==> src/rtl/csp_pkg.sv <==
// Shared types and constants for the channel span packer.
`timescale 1ns / 1ps
package csp_pkg;

    // Fixed field widths of the stream payloads
    localparam int DEV_IN_W  = 8;
    localparam int ADDR_W    = 64;
    localparam int SIZE_W    = 32;
    localparam int OUT_W     = 41;
    localparam int S_TDATA_W = 104;
    localparam int M_TDATA_W = 88;

    // Shared unit operation codes
    localparam logic [1:0] ALU_ADD = 2'd0;
    localparam logic [1:0] ALU_SUB = 2'd1;
    localparam logic [1:0] ALU_LT  = 2'd2;
    localparam logic [1:0] ALU_EQ  = 2'd3;

    typedef struct packed {
        logic eq;
        logic lt;
    } t_alu_flags;

endpackage

==> src/rtl/csp_alu.sv <==
// Shared add / subtract / compare unit built around one adder.
`timescale 1ns / 1ps
module csp_alu #(
    parameter int W = 56
) (
    input  logic [1:0]          i_op,
    input  logic [W-1:0]        i_a,
    input  logic [W-1:0]        i_b,
    output logic [W-1:0]        o_res,
    output csp_pkg::t_alu_flags o_flags
);

    logic         w_inv;
    logic [W-1:0] w_b;
    logic [W:0]   w_sum;

    // subtract and less-than share the adder: a + ~b + 1
    assign w_inv = (i_op == csp_pkg::ALU_SUB) || (i_op == csp_pkg::ALU_LT);
    assign w_b   = w_inv ? ~i_b : i_b;
    assign w_sum = {1'b0, i_a} + {1'b0, w_b} + {{W{1'b0}}, w_inv};

    assign o_res      = w_sum[W-1:0];
    assign o_flags.lt = ~w_sum[W];
    assign o_flags.eq = (i_a == i_b);

endmodule

==> src/rtl/csp_table.sv <==
// Region table: span memory, segment base memory and per-entry valid bits.
`timescale 1ns / 1ps
module csp_table #(
    parameter int N      = 16,
    parameter int IDX_W  = 4,
    parameter int KEY_W  = 36,
    parameter int LOW_W  = 36,
    parameter int HIGH_W = 37,
    parameter int BASE_W = 41
) (
    input  logic              i_clk,
    input  logic              i_rst_n,
    input  logic              i_clr_valid,
    input  logic              i_set_valid,
    input  logic              i_ent_we,
    input  logic [IDX_W-1:0]  i_ent_idx,
    input  logic [KEY_W-1:0]  i_ent_key,
    input  logic [LOW_W-1:0]  i_ent_low,
    input  logic [HIGH_W-1:0] i_ent_high,
    input  logic              i_base_we,
    input  logic [IDX_W-1:0]  i_base_idx,
    input  logic [BASE_W-1:0] i_base_data,
    input  logic              i_rd_en,
    input  logic [IDX_W-1:0]  i_rd_idx,
    output logic [KEY_W-1:0]  o_rd_key,
    output logic [LOW_W-1:0]  o_rd_low,
    output logic [HIGH_W-1:0] o_rd_high,
    output logic [BASE_W-1:0] o_rd_base,
    output logic [N-1:0]      o_valid
);

    logic [KEY_W-1:0]  r_key  [N];
    logic [LOW_W-1:0]  r_low  [N];
    logic [HIGH_W-1:0] r_high [N];
    logic [BASE_W-1:0] r_base [N];
    logic [N-1:0]      r_valid;

    always_ff @(posedge i_clk) begin
        if (!i_rst_n) begin
            r_valid <= '0;
        end else if (i_clr_valid) begin
            r_valid <= '0;
        end else if (i_set_valid) begin
            r_valid[i_ent_idx] <= 1'b1;
        end
    end

    always_ff @(posedge i_clk) begin
        if (i_ent_we) begin
            r_key[i_ent_idx]  <= i_ent_key;
            r_low[i_ent_idx]  <= i_ent_low;
            r_high[i_ent_idx] <= i_ent_high;
        end
        if (i_rd_en) begin
            o_rd_key  <= r_key[i_rd_idx];
            o_rd_low  <= r_low[i_rd_idx];
            o_rd_high <= r_high[i_rd_idx];
        end
    end

    always_ff @(posedge i_clk) begin
        if (i_base_we) begin
            r_base[i_base_idx] <= i_base_data;
        end
        if (i_rd_en) begin
            o_rd_base <= r_base[i_rd_idx];
        end
    end

    assign o_valid = r_valid;

endmodule

==> src/rtl/channel_span_pack_and_translate.sv <==
// Top level: span table sequencer for chunk collection, packing and translation.
`timescale 1ns / 1ps
// Takes one item at a time and drops o_s_tready until it is done. All work runs
// through one adder/comparator and a table with a single registered read port.
// After acceptance a chunk keeps the input busy through end address, key search,
// then min/max update and write-back; a zero-size chunk without tlast is taken in
// its acceptance cycle alone. Packing, started by a chunk with tlast, walks every
// valid entry against every other. A result sits in an output register, so the
// next item is taken while it waits; a later result holds in its last cycle until
// that register frees. Valid bits live in flops, so reset needs no clearing pass.
module channel_span_pack_and_translate #(
    parameter int MAX_REGIONS = 16,
    parameter int LOCAL_BITS  = 36,
    parameter int DEVICE_BITS = 8
) (
    input  logic                          i_clk,
    input  logic                          i_rst_n,
    input  logic                          i_s_tvalid,
    output logic                          o_s_tready,
    // device[7:0], bus_address[71:8], chunk_size[103:72]
    input  logic [csp_pkg::S_TDATA_W-1:0] i_s_tdata,
    // kind
    input  logic                          i_s_tuser,
    input  logic                          i_s_tlast,
    output logic                          o_m_tvalid,
    input  logic                          i_m_tready,
    // found[0], packed_offset[41:1], total_size[82:42], table_overflow[83], zero pad
    output logic [csp_pkg::M_TDATA_W-1:0] o_m_tdata,
    // is_pack_result
    output logic                          o_m_tuser
);

    localparam int DEV_W  = (DEVICE_BITS < csp_pkg::DEV_IN_W) ? DEVICE_BITS : csp_pkg::DEV_IN_W;
    localparam int CH_W   = csp_pkg::ADDR_W - LOCAL_BITS;
    localparam int KEY_W  = DEV_W + CH_W;
    localparam int HIGH_W = ((LOCAL_BITS > csp_pkg::SIZE_W) ? LOCAL_BITS : csp_pkg::SIZE_W) + 1;
    localparam int OUT_W  = csp_pkg::OUT_W;
    localparam int W1     = (KEY_W > HIGH_W) ? KEY_W : HIGH_W;
    localparam int ALU_W  = (W1 > OUT_W) ? W1 : OUT_W;
    localparam int IDX_W  = (MAX_REGIONS > 1) ? $clog2(MAX_REGIONS) : 1;
    localparam int CNT_W  = $clog2(MAX_REGIONS + 1);
    localparam int PAD_W  = csp_pkg::M_TDATA_W - (3 + 2 * OUT_W);

    localparam logic [4:0] S_IDLE     = 5'd0;
    localparam logic [4:0] S_END      = 5'd1;
    localparam logic [4:0] S_FIND     = 5'd2;
    localparam logic [4:0] S_FIND_CMP = 5'd3;
    localparam logic [4:0] S_MIN      = 5'd4;
    localparam logic [4:0] S_MAX      = 5'd5;
    localparam logic [4:0] S_WRITE    = 5'd6;
    localparam logic [4:0] S_P_OUTER  = 5'd7;
    localparam logic [4:0] S_P_LOADI  = 5'd8;
    localparam logic [4:0] S_P_TOT    = 5'd9;
    localparam logic [4:0] S_P_INNER  = 5'd10;
    localparam logic [4:0] S_P_LT     = 5'd11;
    localparam logic [4:0] S_P_SUBJ   = 5'd12;
    localparam logic [4:0] S_P_ACC    = 5'd13;
    localparam logic [4:0] S_L_FIND   = 5'd14;
    localparam logic [4:0] S_L_CMP    = 5'd15;
    localparam logic [4:0] S_L_GE     = 5'd16;
    localparam logic [4:0] S_L_OFF    = 5'd17;
    localparam logic [4:0] S_L_SPAN   = 5'd18;
    localparam logic [4:0] S_L_IN     = 5'd19;
    localparam logic [4:0] S_L_ADD    = 5'd20;
    localparam logic [4:0] S_OUT      = 5'd21;

    localparam logic [CNT_W-1:0] CNT_END = CNT_W'(MAX_REGIONS);

    // Input fields
    logic [csp_pkg::DEV_IN_W-1:0] w_device;
    logic [csp_pkg::ADDR_W-1:0]   w_addr;
    logic [csp_pkg::SIZE_W-1:0]   w_size;
    logic                         w_s_fire;

    // Sequencer and datapath registers
    logic [4:0]            r_state;
    logic [KEY_W-1:0]      r_key;
    logic [LOCAL_BITS-1:0] r_local;
    logic [csp_pkg::SIZE_W-1:0] r_size;
    logic                  r_last;
    logic [HIGH_W-1:0]     r_end;
    logic [LOCAL_BITS-1:0] r_low;
    logic [HIGH_W-1:0]     r_high;
    logic [CNT_W-1:0]      r_idx;
    logic [CNT_W-1:0]      r_jdx;
    logic                  r_free_ok;
    logic [IDX_W-1:0]      r_free;
    logic [IDX_W-1:0]      r_hit;
    logic [KEY_W-1:0]      r_ikey;
    logic [HIGH_W-1:0]     r_span;
    logic [HIGH_W-1:0]     r_off;
    logic [OUT_W-1:0]      r_acc;
    logic [OUT_W-1:0]      r_total;
    logic                  r_packed;
    logic                  r_overflow;
    logic                  r_res_found;
    logic [OUT_W-1:0]      r_res_off;
    logic                  r_res_pack;

    // Output register
    logic                  r_out_valid;
    logic                  r_out_found;
    logic [OUT_W-1:0]      r_out_off;
    logic [OUT_W-1:0]      r_out_total;
    logic                  r_out_ovf;
    logic                  r_out_pack;
    logic                  w_out_load;

    // Table and unit connections
    logic                  w_clr_valid;
    logic                  w_set_valid;
    logic                  w_ent_we;
    logic [IDX_W-1:0]      w_ent_idx;
    logic [LOCAL_BITS-1:0] w_ent_low;
    logic [HIGH_W-1:0]     w_ent_high;
    logic                  w_base_we;
    logic                  w_rd_en;
    logic [IDX_W-1:0]      w_rd_idx;
    logic [KEY_W-1:0]      w_rd_key;
    logic [LOCAL_BITS-1:0] w_rd_low;
    logic [HIGH_W-1:0]     w_rd_high;
    logic [OUT_W-1:0]      w_rd_base;
    logic [MAX_REGIONS-1:0] w_valid;
    logic [1:0]            w_alu_op;
    logic [ALU_W-1:0]      w_alu_a;
    logic [ALU_W-1:0]      w_alu_b;
    logic [ALU_W-1:0]      w_alu_res;
    csp_pkg::t_alu_flags   w_flags;
    logic                  w_idx_end;
    logic                  w_jdx_end;
    logic                  w_idx_valid;
    logic                  w_jdx_valid;

    assign w_device = i_s_tdata[csp_pkg::DEV_IN_W-1:0];
    assign w_addr   = i_s_tdata[csp_pkg::DEV_IN_W +: csp_pkg::ADDR_W];
    assign w_size   = i_s_tdata[csp_pkg::DEV_IN_W + csp_pkg::ADDR_W +: csp_pkg::SIZE_W];

    assign o_s_tready = (r_state == S_IDLE);
    assign w_s_fire   = i_s_tvalid && o_s_tready;

    assign w_idx_end   = (r_idx == CNT_END);
    assign w_jdx_end   = (r_jdx == CNT_END);
    assign w_idx_valid = !w_idx_end && w_valid[r_idx[IDX_W-1:0]];
    assign w_jdx_valid = !w_jdx_end && w_valid[r_jdx[IDX_W-1:0]];

    assign w_out_load = (r_state == S_OUT) && (!r_out_valid || i_m_tready);

    csp_table #(
        .N      (MAX_REGIONS),
        .IDX_W  (IDX_W),
        .KEY_W  (KEY_W),
        .LOW_W  (LOCAL_BITS),
        .HIGH_W (HIGH_W),
        .BASE_W (OUT_W)
    ) u_table (
        .i_clk       (i_clk),
        .i_rst_n     (i_rst_n),
        .i_clr_valid (w_clr_valid),
        .i_set_valid (w_set_valid),
        .i_ent_we    (w_ent_we),
        .i_ent_idx   (w_ent_idx),
        .i_ent_key   (r_key),
        .i_ent_low   (w_ent_low),
        .i_ent_high  (w_ent_high),
        .i_base_we   (w_base_we),
        .i_base_idx  (r_idx[IDX_W-1:0]),
        .i_base_data (r_acc),
        .i_rd_en     (w_rd_en),
        .i_rd_idx    (w_rd_idx),
        .o_rd_key    (w_rd_key),
        .o_rd_low    (w_rd_low),
        .o_rd_high   (w_rd_high),
        .o_rd_base   (w_rd_base),
        .o_valid     (w_valid)
    );

    csp_alu #(
        .W (ALU_W)
    ) u_alu (
        .i_op    (w_alu_op),
        .i_a     (w_alu_a),
        .i_b     (w_alu_b),
        .o_res   (w_alu_res),
        .o_flags (w_flags)
    );

    // Table port and shared unit steering
    always_comb begin
        w_clr_valid = 1'b0;
        w_set_valid = 1'b0;
        w_ent_we    = 1'b0;
        w_ent_idx   = r_free;
        w_ent_low   = r_local;
        w_ent_high  = r_end;
        w_base_we   = 1'b0;
        w_rd_en     = 1'b0;
        w_rd_idx    = r_idx[IDX_W-1:0];
        w_alu_op    = csp_pkg::ALU_ADD;
        w_alu_a     = '0;
        w_alu_b     = '0;
        case (r_state)
            S_IDLE: begin
                w_clr_valid = w_s_fire && !i_s_tuser && r_packed;
            end
            S_END: begin
                w_alu_a = ALU_W'(r_local);
                w_alu_b = ALU_W'(r_size);
            end
            S_FIND: begin
                w_rd_en = w_idx_valid;
                if (w_idx_end && r_free_ok) begin
                    w_ent_we    = 1'b1;
                    w_set_valid = 1'b1;
                end
            end
            S_FIND_CMP: begin
                w_alu_op = csp_pkg::ALU_EQ;
                w_alu_a  = ALU_W'(w_rd_key);
                w_alu_b  = ALU_W'(r_key);
            end
            S_MIN: begin
                w_alu_op = csp_pkg::ALU_LT;
                w_alu_a  = ALU_W'(r_local);
                w_alu_b  = ALU_W'(r_low);
            end
            S_MAX: begin
                w_alu_op = csp_pkg::ALU_LT;
                w_alu_a  = ALU_W'(r_high);
                w_alu_b  = ALU_W'(r_end);
            end
            S_WRITE: begin
                w_ent_we   = 1'b1;
                w_ent_idx  = r_hit;
                w_ent_low  = r_low;
                w_ent_high = r_high;
            end
            S_P_OUTER: begin
                w_rd_en = w_idx_valid;
            end
            S_P_LOADI: begin
                w_alu_op = csp_pkg::ALU_SUB;
                w_alu_a  = ALU_W'(w_rd_high);
                w_alu_b  = ALU_W'(w_rd_low);
            end
            S_P_TOT: begin
                w_alu_a = ALU_W'(r_total);
                w_alu_b = ALU_W'(r_span);
            end
            S_P_INNER: begin
                w_rd_en   = w_jdx_valid;
                w_rd_idx  = r_jdx[IDX_W-1:0];
                w_base_we = w_jdx_end;
            end
            S_P_LT: begin
                w_alu_op = csp_pkg::ALU_LT;
                w_alu_a  = ALU_W'(w_rd_key);
                w_alu_b  = ALU_W'(r_ikey);
            end
            S_P_SUBJ: begin
                w_alu_op = csp_pkg::ALU_SUB;
                w_alu_a  = ALU_W'(w_rd_high);
                w_alu_b  = ALU_W'(w_rd_low);
            end
            S_P_ACC: begin
                w_alu_a = ALU_W'(r_acc);
                w_alu_b = ALU_W'(r_span);
            end
            S_L_FIND: begin
                w_rd_en = w_idx_valid;
            end
            S_L_CMP: begin
                w_alu_op = csp_pkg::ALU_EQ;
                w_alu_a  = ALU_W'(w_rd_key);
                w_alu_b  = ALU_W'(r_key);
            end
            S_L_GE: begin
                w_alu_op = csp_pkg::ALU_LT;
                w_alu_a  = ALU_W'(r_local);
                w_alu_b  = ALU_W'(w_rd_low);
            end
            S_L_OFF: begin
                w_alu_op = csp_pkg::ALU_SUB;
                w_alu_a  = ALU_W'(r_local);
                w_alu_b  = ALU_W'(w_rd_low);
            end
            S_L_SPAN: begin
                w_alu_op = csp_pkg::ALU_SUB;
                w_alu_a  = ALU_W'(w_rd_high);
                w_alu_b  = ALU_W'(w_rd_low);
            end
            S_L_IN: begin
                w_alu_op = csp_pkg::ALU_LT;
                w_alu_a  = ALU_W'(r_off);
                w_alu_b  = ALU_W'(r_span);
            end
            S_L_ADD: begin
                w_alu_a = ALU_W'(w_rd_base);
                w_alu_b = ALU_W'(r_off);
            end
            default: begin
                w_alu_op = csp_pkg::ALU_ADD;
            end
        endcase
    end

    // Sequencer
    always_ff @(posedge i_clk) begin
        if (!i_rst_n) begin
            r_state     <= S_IDLE;
            r_packed    <= 1'b0;
            r_overflow  <= 1'b0;
            r_total     <= '0;
        end else begin
            case (r_state)
                S_IDLE: begin
                    if (w_s_fire) begin
                        r_key       <= {w_device[DEV_W-1:0], w_addr[csp_pkg::ADDR_W-1:LOCAL_BITS]};
                        r_local     <= w_addr[LOCAL_BITS-1:0];
                        r_size      <= w_size;
                        r_last      <= i_s_tlast;
                        r_idx       <= '0;
                        r_free_ok   <= 1'b0;
                        r_res_found <= 1'b0;
                        r_res_off   <= '0;
                        r_res_pack  <= 1'b0;
                        if (i_s_tuser) begin
                            r_state <= r_packed ? S_L_FIND : S_OUT;
                        end else begin
                            // total only reads back once packed, and is zeroed before packing
                            if (r_packed) begin
                                r_packed   <= 1'b0;
                                r_overflow <= 1'b0;
                            end
                            if (w_size != '0) begin
                                r_state <= S_END;
                            end else if (i_s_tlast) begin
                                r_total <= '0;
                                r_state <= S_P_OUTER;
                            end else begin
                                r_state <= S_IDLE;
                            end
                        end
                    end
                end
                S_END: begin
                    r_end   <= w_alu_res[HIGH_W-1:0];
                    r_state <= S_FIND;
                end
                S_FIND: begin
                    if (w_idx_end) begin
                        if (!r_free_ok) begin
                            r_overflow <= 1'b1;
                        end
                        r_idx   <= '0;
                        r_total <= '0;
                        r_state <= r_last ? S_P_OUTER : S_IDLE;
                    end else if (w_idx_valid) begin
                        r_state <= S_FIND_CMP;
                    end else begin
                        if (!r_free_ok) begin
                            r_free_ok <= 1'b1;
                            r_free    <= r_idx[IDX_W-1:0];
                        end
                        r_idx <= r_idx + 1'b1;
                    end
                end
                S_FIND_CMP: begin
                    if (w_flags.eq) begin
                        r_hit   <= r_idx[IDX_W-1:0];
                        r_low   <= w_rd_low;
                        r_high  <= w_rd_high;
                        r_state <= S_MIN;
                    end else begin
                        r_idx   <= r_idx + 1'b1;
                        r_state <= S_FIND;
                    end
                end
                S_MIN: begin
                    if (w_flags.lt) begin
                        r_low <= r_local;
                    end
                    r_state <= S_MAX;
                end
                S_MAX: begin
                    if (w_flags.lt) begin
                        r_high <= r_end;
                    end
                    r_state <= S_WRITE;
                end
                S_WRITE: begin
                    r_idx   <= '0;
                    r_total <= '0;
                    r_state <= r_last ? S_P_OUTER : S_IDLE;
                end
                S_P_OUTER: begin
                    if (w_idx_end) begin
                        r_packed    <= 1'b1;
                        r_res_pack  <= 1'b1;
                        r_res_found <= 1'b0;
                        r_res_off   <= '0;
                        r_state     <= S_OUT;
                    end else if (w_idx_valid) begin
                        r_state <= S_P_LOADI;
                    end else begin
                        r_idx <= r_idx + 1'b1;
                    end
                end
                S_P_LOADI: begin
                    r_ikey  <= w_rd_key;
                    r_span  <= w_alu_res[HIGH_W-1:0];
                    r_state <= S_P_TOT;
                end
                S_P_TOT: begin
                    r_total <= w_alu_res[OUT_W-1:0];
                    r_acc   <= '0;
                    r_jdx   <= '0;
                    r_state <= S_P_INNER;
                end
                S_P_INNER: begin
                    if (w_jdx_end) begin
                        // segment base for entry r_idx written this cycle
                        r_idx   <= r_idx + 1'b1;
                        r_state <= S_P_OUTER;
                    end else if (w_jdx_valid) begin
                        r_state <= S_P_LT;
                    end else begin
                        r_jdx <= r_jdx + 1'b1;
                    end
                end
                S_P_LT: begin
                    if (w_flags.lt) begin
                        r_state <= S_P_SUBJ;
                    end else begin
                        r_jdx   <= r_jdx + 1'b1;
                        r_state <= S_P_INNER;
                    end
                end
                S_P_SUBJ: begin
                    r_span  <= w_alu_res[HIGH_W-1:0];
                    r_state <= S_P_ACC;
                end
                S_P_ACC: begin
                    r_acc   <= w_alu_res[OUT_W-1:0];
                    r_jdx   <= r_jdx + 1'b1;
                    r_state <= S_P_INNER;
                end
                S_L_FIND: begin
                    if (w_idx_end) begin
                        r_state <= S_OUT;
                    end else if (w_idx_valid) begin
                        r_state <= S_L_CMP;
                    end else begin
                        r_idx <= r_idx + 1'b1;
                    end
                end
                S_L_CMP: begin
                    if (w_flags.eq) begin
                        r_state <= S_L_GE;
                    end else begin
                        r_idx   <= r_idx + 1'b1;
                        r_state <= S_L_FIND;
                    end
                end
                S_L_GE: begin
                    r_state <= w_flags.lt ? S_OUT : S_L_OFF;
                end
                S_L_OFF: begin
                    r_off   <= w_alu_res[HIGH_W-1:0];
                    r_state <= S_L_SPAN;
                end
                S_L_SPAN: begin
                    r_span  <= w_alu_res[HIGH_W-1:0];
                    r_state <= S_L_IN;
                end
                S_L_IN: begin
                    r_state <= w_flags.lt ? S_L_ADD : S_OUT;
                end
                S_L_ADD: begin
                    r_res_found <= 1'b1;
                    r_res_off   <= w_alu_res[OUT_W-1:0];
                    r_state     <= S_OUT;
                end
                S_OUT: begin
                    if (w_out_load) begin
                        r_state <= S_IDLE;
                    end
                end
                default: begin
                    r_state <= S_IDLE;
                end
            endcase
        end
    end

    // Output register valid: a new load wins over the drain of the old transaction
    always_ff @(posedge i_clk) begin
        if (!i_rst_n) begin
            r_out_valid <= 1'b0;
        end else if (w_out_load) begin
            r_out_valid <= 1'b1;
        end else if (i_m_tready) begin
            r_out_valid <= 1'b0;
        end
    end

    // Result payload, loaded when the transaction enters the output register
    always_ff @(posedge i_clk) begin
        if (w_out_load) begin
            r_out_found <= r_res_found;
            r_out_off   <= r_res_off;
            r_out_total <= r_packed ? r_total : '0;
            r_out_ovf   <= r_overflow;
            r_out_pack  <= r_res_pack;
        end
    end

    assign o_m_tvalid = r_out_valid;
    assign o_m_tdata  = {{PAD_W{1'b0}}, r_out_ovf, r_out_total, r_out_off, r_out_found};
    assign o_m_tuser  = r_out_pack;

endmodule

==> config.mk <==
export PLATFORM = sky130hd
export DESIGN_NAME = channel_span_pack_and_translate
export DESIGN_NICKNAME = d
export VERILOG_FILES = /design/src/rtl/csp_pkg.sv /design/src/rtl/csp_alu.sv /design/src/rtl/csp_table.sv /design/src/rtl/channel_span_pack_and_translate.sv
export SDC_FILE = /design/constraint.sdc
export NUM_CORES = 2
export LEC_CHECK = 0
export BUFFER_PORTS_ARGS = -buffer_cell sky130_fd_sc_hd__buf_4
export CORE_UTILIZATION = 40
export CTS_BUF_LIST = sky130_fd_sc_hd__clkbuf_8 sky130_fd_sc_hd__clkbuf_16
export DETAILED_ROUTE_END_ITERATION = 10
export PLACE_DENSITY = 0.51
export SYNTH_ARGS = -nofsm -noshare
export SYNTH_HDL_FRONTEND = slang
export SYNTH_SLANG_ARGS = --single-unit
==> constraint.sdc <==
create_clock -name i_clk -period 9.4 [get_ports i_clk]
set_input_delay 1.41 -clock i_clk [delete_from_list [all_inputs] [get_ports i_clk]]
set_output_delay 1.41 -clock i_clk [all_outputs]
set_load 0.03 [all_outputs]
---- Yosys cells after proc, flatten, opt, wreduce, memory -nomap -nowiden ----
Memories as Yosys holds them, arrays and structs flattened. A register that Yosys moved wholly into a read port is not among the register bits.
Cells that the tools add are included.
storage, ports and cells
  word-level logic and storage cells ...... 245
  bits of input ports ..................... 110
  memories ................................ 4
  memory bits (writable) .................. 2400
  latch bits .............................. 0
  memory bits (read-only) ................. 0
  output and inout port bits .............. 91
  register bits after elaboration ......... 578
memory list
  memory          depth  bits a word  rd ports  clocked after memory_dff  wr ports  RTL line         text
  u_table.r_base  16     41           1         1                         1         csp_table.sv:35  logic [BASE_W-1:0] r_base [N];
  u_table.r_high  16     37           1         1                         1         csp_table.sv:34  logic [HIGH_W-1:0] r_high [N];
  u_table.r_key   16     36           1         1                         1         csp_table.sv:32  logic [KEY_W-1:0] r_key [N];
  u_table.r_low   16     36           1         1                         1         csp_table.sv:33  logic [LOW_W-1:0] r_low [N];
cells by class
  muxes and demuxes ....................... 90
  $mul .................................... 0
  $add $sub $neg .......................... 4
  bitwise logic cells ..................... 6
  eq/ne operators ......................... 50
  shift operators ......................... 0
  reductions and logical operators ........ 57
  $lt $le $gt $ge ......................... 4
  div/mod/pow operators ................... 0
operators by type and width
  kind                  number
  $pmux W41 S8          1
  $pmux W37 S8          1
  $mux W41              7
  $pmux W41 S4          1
  $pmux W41 S3          1
  $mux W37              3
  $mux W5               22
  $mux W36              3
  $pmux W5 S21          1
  $pmux W41 S2          1
  $pmux W37 S2          1
  $pmux W36 S2          1
  $add A41 B41 Y42      1
  $add A42 B1 Y42       1
  $eq A41 B37 Y1        1
  $not A37 Y41          1
  $eq A5 B4 Y1 const B  8
  $eq A5 B5 Y1 const B  8
  $reduce_bool A32 Y1   1
  $ne A2 B2 Y1 const B  15
  $pmux W5 S6           1
  $mux W1               26
  $reduce_and A6 Y1     4
  $eq A5 B3 Y1 const B  4
  35 further kinds      97

---- Depth between registers and ports, before layout ----
  depth after elaboration ................. 10
  gate-level depth with buffers ........... 24
  depth with buffers taken out ............ 20

---- Modules after synthesis ----
A second synthesis with hierarchy kept.
unflattened totals
  cells, all modules ...................... 6404
  area, all modules ....................... 122895.4 um^2
modules (own cells, without submodules)
  module                           seq. area each (um^2)  cells an instance  area each (um^2)  times used
  csp_table                        76893.7                4200               95336.4           1
  channel_span_pack_and_translate  16385.7                1767               24413.4           1
  csp_alu                          0.0                    437                3145.5            1

---- Worst setup path before layout ----
Ideal clock, no wire load.
  path kind ............................... input to register
  from .................................... input i_m_tready
  to ...................................... register r_out_pack, in the netlist o_m_tuser, enable pin
  stages on the path ...................... 2
  slack ................................... 1.552 ns
  data required time ...................... 8.767 ns
  setup time .............................. 0.633 ns
  arrival time ............................ 7.216 ns
  path buffers ............................ 0
  cells stage by stage .................... nor2b_1 nor3_1
on the way
  cells in the longest elaborated chain, start to end .. 2
RTL lines
  element                 RTL line                                text
  start: declaration      channel_span_pack_and_translate.sv:26   input logic i_m_tready,
  $logic_or A1 B1 Y1      channel_span_pack_and_translate.sv:146  assign w_out_load = (r_state == S_OUT) && (!r_out_valid || i_m_tready);
  $logic_and A1 B1 Y1     channel_span_pack_and_translate.sv:146
  via w_out_load          channel_span_pack_and_translate.sv:107  logic w_out_load;
  end signal: assignment  channel_span_pack_and_translate.sv:513  r_out_pack <= r_res_pack;
  end: declaration        channel_span_pack_and_translate.sv:106  logic r_out_pack;
The timed path passes the listed nets, and every way through them passes these cells.
A chain may end at the register's enable or synchronous reset.

---- Worst setup path after layout ----
  from .................................... register r_state[1]
  to ...................................... register r_high[33], enable pin
on the way
  cells in the longest elaborated chain, start to end .. 10
  elaborated cells on any way between the ends .. 38
  those cells by class .................... add/sub (2); eq/ne (20); mux (4); bitwise (1); reduce/logical (11)
RTL lines
  element                                                          RTL line                                text
  start: declaration                                               channel_span_pack_and_translate.sv:76   logic [4:0] r_state;
  start signal: assignment                                         channel_span_pack_and_translate.sv:327  r_state <= r_packed ? S_L_FIND : S_OUT;
  start signal: assignment                                         channel_span_pack_and_translate.sv:356  r_state <= r_last ? S_P_OUTER : S_IDLE;
  start signal: assignment                                         channel_span_pack_and_translate.sv:393  r_state <= r_last ? S_P_OUTER : S_IDLE;
  $eq A5 B4 Y1, or another cell as far along                       channel_span_pack_and_translate.sv:201  case (r_state)
  $reduce_or A5 Y1 (no source line), or another cell as far along  n/a
  $pmux W2 S3                                                      channel_span_pack_and_translate.sv:201
  $eq A2 B1 Y1 or $eq A2 B2 Y1 (tied branches)                     csp_alu.sv:18                           assign w_inv = (i_op == csp_pkg::ALU_SUB) || (i_op == csp_pkg::ALU_LT);
  $logic_or A1 B1 Y1                                               csp_alu.sv:18
  $mux W41                                                         csp_alu.sv:19                           assign w_b = w_inv ? ~i_b : i_b;
  $add A41 B41 Y42                                                 csp_alu.sv:20                           assign w_sum = {1'b0, i_a} + {1'b0, w_b} + {{W{1'b0}}, w_inv};
  $add A42 B1 Y42                                                  csp_alu.sv:20
  $ne A2 B2 Y1 (no source line)                                    n/a
  $reduce_and A4 Y1 (no source line) (*)                           n/a
  end signal: assignment                                           channel_span_pack_and_translate.sv:371  r_high <= w_rd_high;
  end signal: assignment                                           channel_span_pack_and_translate.sv:386  r_high <= r_end;
  end: declaration                                                 channel_span_pack_and_translate.sv:83   logic [HIGH_W-1:0] r_high;
Mark *: on every way between the ends. The rest lies on a longest branch, timed or not.

==> impl_metrics.json <==
{
  "dp_hpwl_um": 286000,
  "gp_congestion": 1.02,
  "yosys.area.top_type": "edfxtp_1",
  "rrSetupSlack_ps": 2000,
  "dieWidth_um": 565,
  "endpoint_kind": "register",
  "multi_input_area_um2": 31100,
  "cts.sinks": 3128,
  "cts_buffers": 345,
  "grt_pass1_vias": 79082,
  "clk_path_buf_depth": 4,
  "synth.avg_cell_area_um2": 12.8,
  "drive_gt1_frac": 0.0975,
  "finalMaxSlewViolations": 1,
  "io_buffer_count": 196,
  "worstHoldStart": "r_res_off[7]",
  "hold_depth": 0,
  "synth.distinct_cells": 89,
  "period_share": 0.787,
  "clock_latency_ps": 940,
  "p_total_mw": 43.7,
  "peakVddDrop_mv": 0.216,
  "io_pins": 201,
  "synthTopCellsByArea": "edfxtp_1 (73%), nand2_1 (8.8%), nand3_1 (5.1%)",
  "period_needed_ps": 7400,
  "synth_mux_area_frac": 0.00215,
  "synth_top_family_by_area": "simple AND/OR/NAND/NOR gates",
  "crit_type": "register to register",
  "cp_max_fo": 41,
  "hold_buffers": 0,
  "post-cts-setup-buffer-count": 0,
  "synth_compound_area_frac": 0.0551,
  "ys.flop_type": "edfxtp_1",
  "syn_inst": 9941,
  "cp-start-kind": "register",
  "setup_slack_ps": 2000,
  "die-area_um2": 319000,
  "detail-route-antenna-nets": 0,
  "dpl_worst_slack_ps": 2230,
  "area.growth.synth_to_final_pct": 13.9,
  "drt_wl_total_um": 475000,
  "final_area_um2": 144000,
  "cts_tree": "yes",
  "wire_per_inst_um": 32.8,
  "nets": 10207,
  "yosys.area_share.adder": 0.00470,
  "finalClockSkew_ps": 71.2,
  "fmax_mhz": 135,
  "final-setup-viol-count": 0,
  "first_pass_iters": 9,
  "fillers": 28277,
  "yosys.area_share.simple": 0.172,
  "failed_checks": "max-capacitance violations, max-slew violations",
  "worst_hold_slack_ps": 391,
  "drc": 0,
  "hold_end": "r_out_off[7]",
  "synth-seq-area-share": 0.736,
  "antenna_found_initial": 57,
  "grt_start_max_net_pins": 139,
  "root_buffer": "clkbuf_16",
  "post_drt_via_cell_ratio": 5.91,
  "yosysWarnings": 0,
  "reg2reg_from": "r_state[1]",
  "grt_pass1_wl_um": 647000,
  "placed_cell_area_um2": 134000,
  "synthArstFlopShare": 0,
  "setup_tns_ps": 0,
  "rows": 206,
  "clkTransAtPathRegs_ps": 60,
  "synth-seq-cells": 3128,
  "relSlewSlack": -0.0186,
  "required_ps": 9920,
  "r2r_end": "r_high[33]",
  "syn-cell-area_um2": 127000,
  "rsz0062_at_grt": "false",
  "yosysTopAreaCellShare": 0.725,
  "rr_worst_depth": 21,
  "dieHeight_um": 565,
  "tightest_slew_ps": 1490,
  "area.sequential_um2": 93300,
  "synth_edf_count": 3063,
  "hp-class": "register to register",
  "cts_max_level": 5,
  "grt-ovfl-total": 0,
  "core_area_um2": 315000,
  "maxCapViolations": 1,
  "track_usage": 0.291,
  "worst_ep_arrival_time_ps": 7920,
  "status": "finished, violations left",
  "hold_viol": 0,
  "leakage_nw": 50.7,
  "ctsResizeCount": 0,
  "synth_xor_area_frac": 0.00781,
  "start_util": 0.402,
  "p_per_area_nw_per_um2": 303,
  "vias": 85674,
  "drtIter0Drc": 11680
}
## logic make-up (layout without fill, tap and decap cells)
group / after synthesis / count (layout)
flip-flops: 3128 / 3128
adder cells (fa/ha/maj): 47 / 47
buffers and inverters: 741 / 1120
multiplexers: 16 / 16
XOR/XNOR: 113 / 113
AO/OA/AOI/OAI: 912 / 912
other: 1 / 24
AND/OR/NAND/NOR: 4983 / 4983
## cell type report
cell class,count,area share
Timing Repair Buffer,437,0.0266
Clock buffer,350,0.0606
Sequential cell,3128,0.646
Inverter,63,0.00164
Tap cell,4160,0.0360
Clock inverter,270,0.0136
Multi-Input combinational cell,6075,0.215
Antenna cell,20,0.000347
## power breakdown
part	leakage [nW]	internal [mW]	total (mW)	switching (mW)
sequential	28.8	16.8	17.2	0.425
combinational	16.5	3.49	13.6	10.1
clock	5.50	7.29	12.9	5.62
## Yosys cell counts, types with 24 or more instances
cell	count
edfxtp_1	3063
nand2_1	2968
nand3_1	1292
clkbuf_1	569
a311oi_1	303
and3_1	276
nor2_1	212
a31oi_1	158
xnor2_1	81
a21oi_1	78
a22oi_1	77
dfxtp_1	65
inv_1	61
a21o_1	56
buf_1	55
and2_1	53
o21ai_0	52
ha_1	46
buf_2	38
a222oi_1	37
nand4_1	35
xor2_1	32
nor3_1	24
## metal layers
| metal | GRT usage | vias to the layer above | wire length, µm |
|---|---|---|---|
| li1 | - | 36828 | - |
| met1 | 0.421 | 44020 | 205000 |
| met2 | 0.444 | 4091 | 211000 |
| met3 | 0.0462 | 723 | 39600 |
| met4 | 0.105 | 12 | 18700 |
| met5 | 0 | - | 90 |
## flip-flops by register name (all words and copies together) (netlist names), 37 cells and up
signal,count
u_table.r_base,656
u_table.r_high,592
u_table.r_key,576
u_table.r_low,576
r_acc,41
r_out_off,41
r_out_total,41
r_res_off,41
r_total,41
u_table.o_rd_base,41
r_end,37
r_high,37
r_off,37
r_span,37
u_table.o_rd_high,37
## placed cells by master (no fill, tap or decap), types with 77 or more instances in the layout
master	count
a22oi_1	77
a311oi_1	303
a31oi_1	157
and3_1	275
buf_4	392
clkbuf_16	349
clkinv_1	82
edfxtp_1	3063
inv_1	130
nand2_1	2964
nand3_1	1290
nor2_1	179
xnor2_1	80
## metrics by stage
step / util / instances
final: 0.458 / 14503
after global routing: 0.458 / 14489
after CTS: 0.458 / 14483
after detailed placement: 0.424 / 13863
after global placement: 0.424 / 13862
after floorplan: - / 9944
## worst max-delay path by stage
stage                  to  cells past startpoint  slack, ps       start
6_report       r_high[33]                     21       2000  r_state[1]
5_1_grt        r_high[33]                     21       1960  r_state[3]
4_1_cts         r_high[5]                     21       2210  r_state[3]
3_5_place_dp    r_high[9]                     21       2230  r_state[3]
3_3_place_gp    r_high[9]                     21       2280  r_state[1]
2_1_floorplan   o_m_tuser                      2       1550  i_m_tready
## worst max-delay path: stages (launching register included)
cell,delay (ps)
dfxtp_1,500
nor3b_4,290
buf_4,570
and2_2,770
buf_4,520
a222oi_1,210
and3_1,210
xnor2_1,140
ha_1,410
a21o_1,200
a21o_1,170
a21oi_1,270
nor2_1,100
a211oi_1,300
o31a_1,210
o41ai_2,140
buf_4,210
a311oi_1,270
o21a_1,400
nand2_1,170
a21oi_4,180
buf_4,540
Power figures use the tool's default switching activity.
